<file path="src/imhdk_pkg.sv">
// shared types and constants for the indexed min-heap with decrease-key
`timescale 1ns / 1ps
`default_nettype none
package imhdk_pkg;

   localparam int CELL_BITS  = 12;
   localparam int SLOT_BITS  = 13;
   localparam int KEY_BITS   = 32;
   localparam int GRID_CELLS = 4096;

   localparam logic [SLOT_BITS-1:0] SLOT_NONE = SLOT_BITS'(GRID_CELLS);

   localparam logic [1:0] CMD_SET = 2'd0;
   localparam logic [1:0] CMD_ADD = 2'd1;
   localparam logic [1:0] CMD_POP = 2'd2;

   typedef logic [CELL_BITS-1:0]        cell_type;
   typedef logic [SLOT_BITS-1:0]        slot_type;
   typedef logic signed [KEY_BITS-1:0]  key_type;

   typedef struct packed {
      logic     ord_we;
      cell_type ord_waddr;
      cell_type ord_wdata;
      cell_type ord_raddr;
      logic     key_we;
      cell_type key_waddr;
      key_type  key_wdata;
      cell_type key_raddr;
      logic     slot_we;
      cell_type slot_waddr;
      slot_type slot_wdata;
      cell_type slot_raddr;
   } mem_cmd_type;

   typedef struct packed {
      cell_type popped_cell;
      key_type  popped_key;
      logic     heap_empty;
      slot_type heap_count;
   } res_type;

endpackage
`default_nettype wire

</file>
<file path="src/imhdk_cmp.sv">
// shared signed key comparator, strict less-than
`timescale 1ns / 1ps
`default_nettype none
module imhdk_cmp (
   input  wire imhdk_pkg::key_type lhs,
   input  wire imhdk_pkg::key_type rhs,
   output logic                    less
);

   assign less = ($signed(lhs) < $signed(rhs));

endmodule
`default_nettype wire

</file>
<file path="src/imhdk_ctrl.sv">
// command sequencer: set, add with sift-up, pop with sift-down
`timescale 1ns / 1ps
`default_nettype none
module imhdk_ctrl (
   input  wire logic                   clock,
   input  wire logic                   reset,
   input  wire logic                   in_valid,
   output logic                        in_ready,
   input  wire logic [1:0]             in_cmd,
   input  wire imhdk_pkg::cell_type    in_cell,
   input  wire imhdk_pkg::key_type     in_key,
   output imhdk_pkg::mem_cmd_type      mem,
   input  wire imhdk_pkg::cell_type    ord_rdata,
   input  wire imhdk_pkg::key_type     key_rdata,
   input  wire imhdk_pkg::slot_type    slot_rdata,
   output logic                        res_valid,
   input  wire logic                   res_ready,
   output imhdk_pkg::res_type          res
);

   localparam logic [4:0] ST_IDLE    = 5'd0;
   localparam logic [4:0] ST_SET     = 5'd1;
   localparam logic [4:0] ST_A_RD    = 5'd2;
   localparam logic [4:0] ST_A_CHK   = 5'd3;
   localparam logic [4:0] ST_SU_RDP  = 5'd4;
   localparam logic [4:0] ST_SU_HP   = 5'd5;
   localparam logic [4:0] ST_SU_KP   = 5'd6;
   localparam logic [4:0] ST_SU_HU   = 5'd7;
   localparam logic [4:0] ST_SU_CMP  = 5'd8;
   localparam logic [4:0] ST_SU_WR2  = 5'd9;
   localparam logic [4:0] ST_P_START = 5'd10;
   localparam logic [4:0] ST_P_TOP   = 5'd11;
   localparam logic [4:0] ST_P_MOV   = 5'd12;
   localparam logic [4:0] ST_P_KM    = 5'd13;
   localparam logic [4:0] ST_SD_RD   = 5'd14;
   localparam logic [4:0] ST_SD_L    = 5'd15;
   localparam logic [4:0] ST_SD_R    = 5'd16;
   localparam logic [4:0] ST_SD_SEL  = 5'd17;
   localparam logic [4:0] ST_SD_CMP  = 5'd18;
   localparam logic [4:0] ST_SD_WR2  = 5'd19;
   localparam logic [4:0] ST_DONE    = 5'd20;

   logic [4:0]          state_ff, state_in;
   imhdk_pkg::slot_type fill_ff, fill_in;

   logic [1:0]          cmd_ff, cmd_in;
   imhdk_pkg::cell_type cell_ff, cell_in;
   imhdk_pkg::key_type  key_ff, key_in;
   imhdk_pkg::cell_type pos_ff, pos_in;
   imhdk_pkg::cell_type child_ff, child_in;
   imhdk_pkg::cell_type ccell_ff, ccell_in;
   imhdk_pkg::cell_type rcell_ff, rcell_in;
   imhdk_pkg::cell_type mover_ff, mover_in;
   imhdk_pkg::key_type  ckey_ff, ckey_in;
   imhdk_pkg::key_type  mk_ff, mk_in;
   imhdk_pkg::cell_type top_ff, top_in;
   imhdk_pkg::key_type  pkey_ff, pkey_in;
   logic                empty_ff, empty_in;

   imhdk_pkg::key_type  cmp_lhs, cmp_rhs;
   logic                cmp_less;

   imhdk_pkg::cell_type pos_m1, up_idx, up_m1, upup_idx;
   imhdk_pkg::slot_type lc_idx, rc_idx;

   imhdk_cmp u_cmp (
      .lhs  (cmp_lhs),
      .rhs  (cmp_rhs),
      .less (cmp_less)
   );

   // parent and child slots of the current position
   assign pos_m1   = pos_ff - imhdk_pkg::CELL_BITS'(1);
   assign up_idx   = {1'b0, pos_m1[imhdk_pkg::CELL_BITS-1:1]};
   assign up_m1    = up_idx - imhdk_pkg::CELL_BITS'(1);
   assign upup_idx = {1'b0, up_m1[imhdk_pkg::CELL_BITS-1:1]};
   assign lc_idx   = {pos_ff, 1'b1};
   assign rc_idx   = {pos_ff, 1'b0} + imhdk_pkg::SLOT_BITS'(2);

   always_comb begin
      case (state_ff)
         ST_SD_SEL: begin
            cmp_lhs = key_rdata;
            cmp_rhs = ckey_ff;
         end
         ST_SD_CMP: begin
            cmp_lhs = ckey_ff;
            cmp_rhs = mk_ff;
         end
         default: begin
            cmp_lhs = ckey_ff;
            cmp_rhs = key_rdata;
         end
      endcase
   end

   always_comb begin
      state_in = state_ff;
      fill_in  = fill_ff;
      cmd_in   = cmd_ff;
      cell_in  = cell_ff;
      key_in   = key_ff;
      pos_in   = pos_ff;
      child_in = child_ff;
      ccell_in = ccell_ff;
      rcell_in = rcell_ff;
      mover_in = mover_ff;
      ckey_in  = ckey_ff;
      mk_in    = mk_ff;
      top_in   = top_ff;
      pkey_in  = pkey_ff;
      empty_in = empty_ff;
      mem      = '0;
      mem.slot_raddr = cell_ff;

      case (state_ff)
         ST_IDLE: begin
            if (in_valid) begin
               cmd_in   = in_cmd;
               cell_in  = in_cell;
               key_in   = in_key;
               top_in   = '0;
               pkey_in  = '0;
               empty_in = 1'b0;
               case (in_cmd)
                  imhdk_pkg::CMD_SET: state_in = ST_SET;
                  imhdk_pkg::CMD_ADD: state_in = ST_A_RD;
                  imhdk_pkg::CMD_POP: state_in = ST_P_START;
                  default:            state_in = ST_DONE;
               endcase
            end
         end
         ST_SET: begin
            mem.key_we     = 1'b1;
            mem.key_waddr  = cell_ff;
            mem.key_wdata  = key_ff;
            mem.slot_we    = 1'b1;
            mem.slot_waddr = cell_ff;
            mem.slot_wdata = imhdk_pkg::SLOT_NONE;
            state_in       = ST_DONE;
         end
         ST_A_RD: begin
            mem.key_we    = 1'b1;
            mem.key_waddr = cell_ff;
            mem.key_wdata = key_ff;
            state_in      = ST_A_CHK;
         end
         ST_A_CHK: begin
            mk_in = key_ff;
            if (slot_rdata >= imhdk_pkg::SLOT_NONE) begin
               if (fill_ff < imhdk_pkg::SLOT_NONE) begin
                  mem.ord_we     = 1'b1;
                  mem.ord_waddr  = fill_ff[imhdk_pkg::CELL_BITS-1:0];
                  mem.ord_wdata  = cell_ff;
                  mem.slot_we    = 1'b1;
                  mem.slot_waddr = cell_ff;
                  mem.slot_wdata = fill_ff;
                  pos_in         = fill_ff[imhdk_pkg::CELL_BITS-1:0];
                  fill_in        = fill_ff + imhdk_pkg::SLOT_BITS'(1);
                  state_in       = (fill_ff == '0) ? ST_DONE : ST_SU_RDP;
               end else begin
                  state_in = ST_DONE;
               end
            end else begin
               pos_in   = slot_rdata[imhdk_pkg::CELL_BITS-1:0];
               state_in = (slot_rdata == '0) ? ST_DONE : ST_SU_RDP;
            end
         end
         ST_SU_RDP: begin
            mem.ord_raddr = pos_ff;
            state_in      = ST_SU_HP;
         end
         ST_SU_HP: begin
            mem.key_raddr = ord_rdata;
            state_in      = ST_SU_KP;
         end
         ST_SU_KP: begin
            ckey_in       = key_rdata;
            mem.ord_raddr = up_idx;
            state_in      = ST_SU_HU;
         end
         ST_SU_HU: begin
            ccell_in      = ord_rdata;
            mem.key_raddr = ord_rdata;
            state_in      = ST_SU_CMP;
         end
         ST_SU_CMP: begin
            if (cmp_less) begin
               mem.ord_we     = 1'b1;
               mem.ord_waddr  = pos_ff;
               mem.ord_wdata  = ccell_ff;
               mem.slot_we    = 1'b1;
               mem.slot_waddr = ccell_ff;
               mem.slot_wdata = {1'b0, pos_ff};
               state_in       = ST_SU_WR2;
            end else begin
               state_in = ST_DONE;
            end
         end
         ST_SU_WR2: begin
            mem.ord_we     = 1'b1;
            mem.ord_waddr  = up_idx;
            mem.ord_wdata  = cell_ff;
            mem.slot_we    = 1'b1;
            mem.slot_waddr = cell_ff;
            mem.slot_wdata = {1'b0, up_idx};
            mem.ord_raddr  = upup_idx;
            pos_in         = up_idx;
            ckey_in        = mk_ff;
            state_in       = (up_idx == '0) ? ST_DONE : ST_SU_HU;
         end
         ST_P_START: begin
            if (fill_ff == '0) begin
               empty_in = 1'b1;
               state_in = ST_DONE;
            end else begin
               fill_in       = fill_ff - imhdk_pkg::SLOT_BITS'(1);
               mem.ord_raddr = '0;
               state_in      = ST_P_TOP;
            end
         end
         ST_P_TOP: begin
            top_in        = ord_rdata;
            mem.key_raddr = ord_rdata;
            mem.ord_raddr = fill_ff[imhdk_pkg::CELL_BITS-1:0];
            state_in      = ST_P_MOV;
         end
         ST_P_MOV: begin
            pkey_in        = key_rdata;
            mover_in       = ord_rdata;
            mem.ord_we     = 1'b1;
            mem.ord_waddr  = '0;
            mem.ord_wdata  = ord_rdata;
            mem.slot_we    = 1'b1;
            mem.slot_waddr = ord_rdata;
            mem.slot_wdata = '0;
            mem.key_raddr  = ord_rdata;
            state_in       = ST_P_KM;
         end
         ST_P_KM: begin
            mk_in    = key_rdata;
            pos_in   = '0;
            state_in = ST_SD_RD;
         end
         ST_SD_RD: begin
            if (lc_idx >= fill_ff) begin
               state_in = ST_DONE;
            end else begin
               mem.ord_raddr = lc_idx[imhdk_pkg::CELL_BITS-1:0];
               state_in      = ST_SD_L;
            end
         end
         ST_SD_L: begin
            ccell_in      = ord_rdata;
            mem.key_raddr = ord_rdata;
            mem.ord_raddr = rc_idx[imhdk_pkg::CELL_BITS-1:0];
            state_in      = ST_SD_R;
         end
         ST_SD_R: begin
            ckey_in  = key_rdata;
            child_in = lc_idx[imhdk_pkg::CELL_BITS-1:0];
            rcell_in = ord_rdata;
            if (rc_idx < fill_ff) begin
               mem.key_raddr = ord_rdata;
               state_in      = ST_SD_SEL;
            end else begin
               state_in = ST_SD_CMP;
            end
         end
         ST_SD_SEL: begin
            if (cmp_less) begin
               ckey_in  = key_rdata;
               ccell_in = rcell_ff;
               child_in = rc_idx[imhdk_pkg::CELL_BITS-1:0];
            end
            state_in = ST_SD_CMP;
         end
         ST_SD_CMP: begin
            if (cmp_less) begin
               mem.ord_we     = 1'b1;
               mem.ord_waddr  = pos_ff;
               mem.ord_wdata  = ccell_ff;
               mem.slot_we    = 1'b1;
               mem.slot_waddr = ccell_ff;
               mem.slot_wdata = {1'b0, pos_ff};
               state_in       = ST_SD_WR2;
            end else begin
               state_in = ST_DONE;
            end
         end
         ST_SD_WR2: begin
            mem.ord_we     = 1'b1;
            mem.ord_waddr  = child_ff;
            mem.ord_wdata  = mover_ff;
            mem.slot_we    = 1'b1;
            mem.slot_waddr = mover_ff;
            mem.slot_wdata = {1'b0, child_ff};
            pos_in         = child_ff;
            state_in       = ST_SD_RD;
         end
         ST_DONE: begin
            if (res_ready) begin
               state_in = ST_IDLE;
            end
         end
         default: begin
            state_in = ST_IDLE;
         end
      endcase
   end

   always_ff @(posedge clock) begin
      if (reset) begin
         state_ff <= ST_IDLE;
         fill_ff  <= '0;
      end else begin
         state_ff <= state_in;
         fill_ff  <= fill_in;
      end
   end

   always_ff @(posedge clock) begin
      cmd_ff   <= cmd_in;
      cell_ff  <= cell_in;
      key_ff   <= key_in;
      pos_ff   <= pos_in;
      child_ff <= child_in;
      ccell_ff <= ccell_in;
      rcell_ff <= rcell_in;
      mover_ff <= mover_in;
      ckey_ff  <= ckey_in;
      mk_ff    <= mk_in;
      top_ff   <= top_in;
      pkey_ff  <= pkey_in;
      empty_ff <= empty_in;
   end

   assign in_ready        = (state_ff == ST_IDLE);
   assign res_valid       = (state_ff == ST_DONE);
   assign res.popped_cell = (cmd_ff == imhdk_pkg::CMD_POP) ? top_ff : '0;
   assign res.popped_key  = (cmd_ff == imhdk_pkg::CMD_POP) ? pkey_ff : '0;
   assign res.heap_empty  = empty_ff;
   assign res.heap_count  = fill_ff;

   a_fill_range: assert property (@(posedge clock) disable iff (reset)
      fill_ff <= imhdk_pkg::SLOT_NONE)
      else $error("heap fill beyond grid size");

   a_accept_busy: assert property (@(posedge clock) disable iff (reset)
      in_valid && in_ready |=> state_ff != ST_IDLE)
      else $error("accepted command left sequencer idle");

   a_pop_dec: assert property (@(posedge clock) disable iff (reset)
      state_ff == ST_P_START && fill_ff != '0 |=>
         fill_ff == $past(fill_ff) - imhdk_pkg::SLOT_BITS'(1))
      else $error("pop did not shrink heap by one");

   a_sd_child: assert property (@(posedge clock) disable iff (reset)
      state_ff == ST_SD_CMP && mem.ord_we |->
         {1'b0, child_ff} < fill_ff && child_ff > pos_ff)
      else $error("sift-down child outside heap");

   a_empty_pop: assert property (@(posedge clock) disable iff (reset)
      res_valid && res.heap_empty |-> res.heap_count == '0 && res.popped_cell == '0)
      else $error("empty pop with nonzero result");

endmodule
`default_nettype wire

</file>
<file path="config.mk">
export PLATFORM = sky130hd
export DESIGN_NAME = imhdk_ctrl
export DESIGN_NICKNAME = d
export VERILOG_FILES = /design/src/imhdk_pkg.sv /design/src/imhdk_cmp.sv /design/src/imhdk_ctrl.sv
export SDC_FILE = /design/constraint.sdc
export NUM_CORES = 1
export LEC_CHECK = 0
export ABC_AREA = 0
export BUFFER_PORTS_ARGS = -buffer_cell sky130_fd_sc_hd__buf_4
export CAP_MARGIN = 20
export CORE_MARGIN = 1.5
export CORE_UTILIZATION = 50
export DETAILED_ROUTE_END_ITERATION = 6
export PLACE_DENSITY = 0.82
export SYNTH_ARGS = -nofsm -noshare
export SYNTH_HDL_FRONTEND = slang
export SYNTH_SLANG_ARGS = --single-unit
</file>
<file path="constraint.sdc">
create_clock -name clock -period 9.52 [get_ports clock]
set_input_delay 1.428 -clock clock [delete_from_list [all_inputs] [get_ports clock]]
set_output_delay 1.428 -clock clock [all_outputs]
set_load 0.02 [all_outputs]
</file>
==> results.json <==
{
  "drc": 0,
  "p_leak_nw": 7.46,
  "synth_top_cells_by_count": "215 x edfxtp_1, 206 x nand2_1, 103 x and2_1",
  "fin_area_um2": 17900,
  "grt_pass1_wl_um": 66000,
  "synth_top_area_cell": "edfxtp_1",
  "antenna_left": 0,
  "fin_cells": 2067,
  "maxCapViolations": 0,
  "worst_clock_skew_ps": 17.1,
  "clock_latency_ps": 540,
  "num_rows": 62,
  "synth_seq_area_share": 0.471,
  "drt_pre_antenna_iters": 5,
  "critPathMaxFanout": 65,
  "p_per_area_nw_per_um2": 220,
  "fmax_mhz": 135,
  "nets": 1843,
  "cts_hold_buf": 0,
  "rsz0062_at_grt": "false",
  "dr_total_vias": 12275,
  "async_reset_ff_frac": 0,
  "ios": 299,
  "dp_cells": 2013,
  "period_needed_ps": 7410,
  "hold_viol_final": 0,
  "worstHoldPathType": "reg -> reg",
  "viasPerCell": 5.94,
  "synth_top_area_share": 0.446,
  "synthFlopType": "edfxtp_1",
  "dieArea_um2": 30000,
  "synth.most_common_cell": "edfxtp_1",
  "core_um2": 28600,
  "worstSetupPathType": "reg -> out",
  "grtUsageTotal": 0.277,
  "synth-seq-cells": 233,
  "syn_area_um2": 14500,
  "yosys.cell_types.count": 62,
  "yosys-top-cells-area": "edfxtp_1 45%, ha_1 6.2%, nand2_1 5.3%",
  "wl_per_cell_um": 20.6,
  "fp.dieW_um": 173,
  "ys_warn_count": 0,
  "crit_required_ps": 8090,
  "finalCritPeriodShare": 0.778,
  "cts_resized": 0,
  "syn_area_per_cell_um2": 10.3,
  "grt_pass1_vias": 11857,
  "cp-start-kind": "flop",
  "antenna_found_initial": 0,
  "path_clk_slew_ps": 60,
  "area_delta_synth_final_pct": 24.0,
  "placed_area_um2": 17000,
  "cts_tree": "yes",
  "post_cts_buffers": 0,
  "slew_violations": 0,
  "gr-total-overflow": 0,
  "cts-htree-levels": 1,
  "hpwlAfterDp_um": 30100,
  "io_buffers": 298,
  "cts_buffers": 26,
  "grt_max_degree": 66,
  "drive_gt1_frac": 0.273,
  "cts_root_buf": "clkbuf_16",
  "peakVddDrop_v": 0.000187,
  "post_synth_inst_count": 1406,
  "num_antenna_cells": 0,
  "status": "finished clean",
  "relSlewSlack": 0.325,
  "drt_iter0_drc": 1238,
  "wirelength_um": 42600,
  "worstSetupEndpointType": "output pin",
  "worstPathArrival_ps": 5980,
  "synth-edff-count": 215,
  "clockBufferDepth": 3,
  "start_util": 0.506,
  "chipHeight_um": 173,
  "cts_sinks": 233,
  "tns_ps": 0,
  "syn-num-nets": 1586,
  "worst_pin_slew_ps": 1010,
  "power_mw": 3.94,
  "place.gp.congestion": 0.936,
  "setup_viol": 0
}
state kept, by name (all words and copies together), names as in the netlist:
| signal | cells |
|---|---|
| pkey_ff | 32 |
| ccell_ff | 12 |
| rcell_ff | 12 |
| pos_ff | 12 |
| cmd_ff | 2 |
| cell_ff | 12 |
| mk_ff | 32 |
| state_ff | 5 |
| ckey_ff | 32 |
| child_ff | 12 |
| fill_ff | 13 |
| top_ff | 12 |
| mover_ff | 12 |
| key_ff | 32 |
| empty_ff | 1 |
critical path, stage by stage, from the launching register on:
cell	delay (ps)
dfxtp_1	670
or3b_1	590
nor2_4	590
buf_4	640
nor2_2	80
buf_4	260
a21oi_1	200
ha_1	280
a211oi_1	270
o21ai_0	130
o211ai_1	210
nor2_1	80
a21oi_1	320
nor3_4	50
buf_4	270
or4b_1	550
buf_4	170
path summary, 6_finish.rpt:
path / startpoint / to / slack [ps] / depth (start not counted)
worst min register to register: rcell_ff[4] / ccell_ff[4] / 510 / 2
worst max register to register: state_ff[4] / ckey_ff[6] / 3760 / 15
worst max-delay path: state_ff[4] / mem[37] / 2110 / 16
worst min-delay path: rcell_ff[4] / ccell_ff[4] / 510 / 2
stage by stage:
stage	hold slack, ps	utilization	worst slack, ps
after floorplan	484	-	4270
after global placement	488	0.595	2890
after detailed placement	495	0.595	2750
after CTS	510	0.624	2140
after global routing	527	0.627	1750
final	510	0.627	2110
layer usage:
layer | global-route usage | up-vias | wire (µm)
met5 | 0 | - | 0
met4 | 0.113 | 0 | 1520
li1 | - | 5751 | -
met3 | 0.0389 | 100 | 3100
met2 | 0.463 | 563 | 20500
met1 | 0.363 | 5861 | 17400
power by group:
| part | internal, mW | switching, mW |
|---|---|---|
| registers | 1.43 | 0.149 |
| clock network | 0.569 | 0.413 |
| logic | 0.567 | 0.816 |
| total | 2.57 | 1.38 |
layout by cell type, fill, tap and decap left out, drive strengths merged, types with 6 or more instances in the layout:
| cell type | synthesis | routed |
|---|---|---|
| mux2i | 19 | 19 |
| a221o | 49 | 49 |
| nand3 | 17 | 17 |
| a22o | 37 | 37 |
| a21oi | 76 | 76 |
| nand4 | 13 | 13 |
| nor4 | 11 | 11 |
| nor2b | 24 | 24 |
| xnor2 | 26 | 26 |
| edfxtp | 215 | 215 |
| nand2 | 206 | 206 |
| clkinv | 0 | 9 |
| a22oi | 15 | 15 |
| a211oi | 14 | 14 |
| nand2b | 6 | 6 |
| nor3b | 6 | 6 |
| and2 | 103 | 103 |
| or2 | 9 | 9 |
| o21a | 6 | 6 |
| dfxtp | 18 | 18 |
| a31oi | 6 | 6 |
| nor3 | 21 | 21 |
| o21ai | 48 | 48 |
| a222oi | 6 | 6 |
| buf | 16 | 320 |
| xor2 | 17 | 17 |
| mux2 | 66 | 66 |
| a21o | 8 | 8 |
| and3 | 40 | 40 |
| o21bai | 15 | 15 |
| ha | 72 | 72 |
| inv | 23 | 23 |
| nor2 | 76 | 76 |
| clkbuf | 75 | 34 |
cells by family (layout without fill, tap and decap cells):
logic type                 Yosys count  in the layout  share of synthesized area
and+or+nand+nor                    548            548                      0.189
xor gates and xnor gates            43             43                     0.0260
muxes                               85             85                     0.0645
adders and majority gates           73             73                     0.0636
AOI/OAI and AO/OA                  310            310                      0.153
DFF                                233            233                      0.471
buffers and inverters              114            391                     0.0322
layout make-up:
type / count / area (µm²)
fill: 2338 / 10700
tap: 384 / 480
clock inverter: 14 / 145
inverter: 23 / 86.3
multi-input combinational: 1059 / 7280
timing repair buffer: 320 / 2440
clock buffer: 34 / 691
sequential: 233 / 6820
Power figures use the tool's default switching activity.
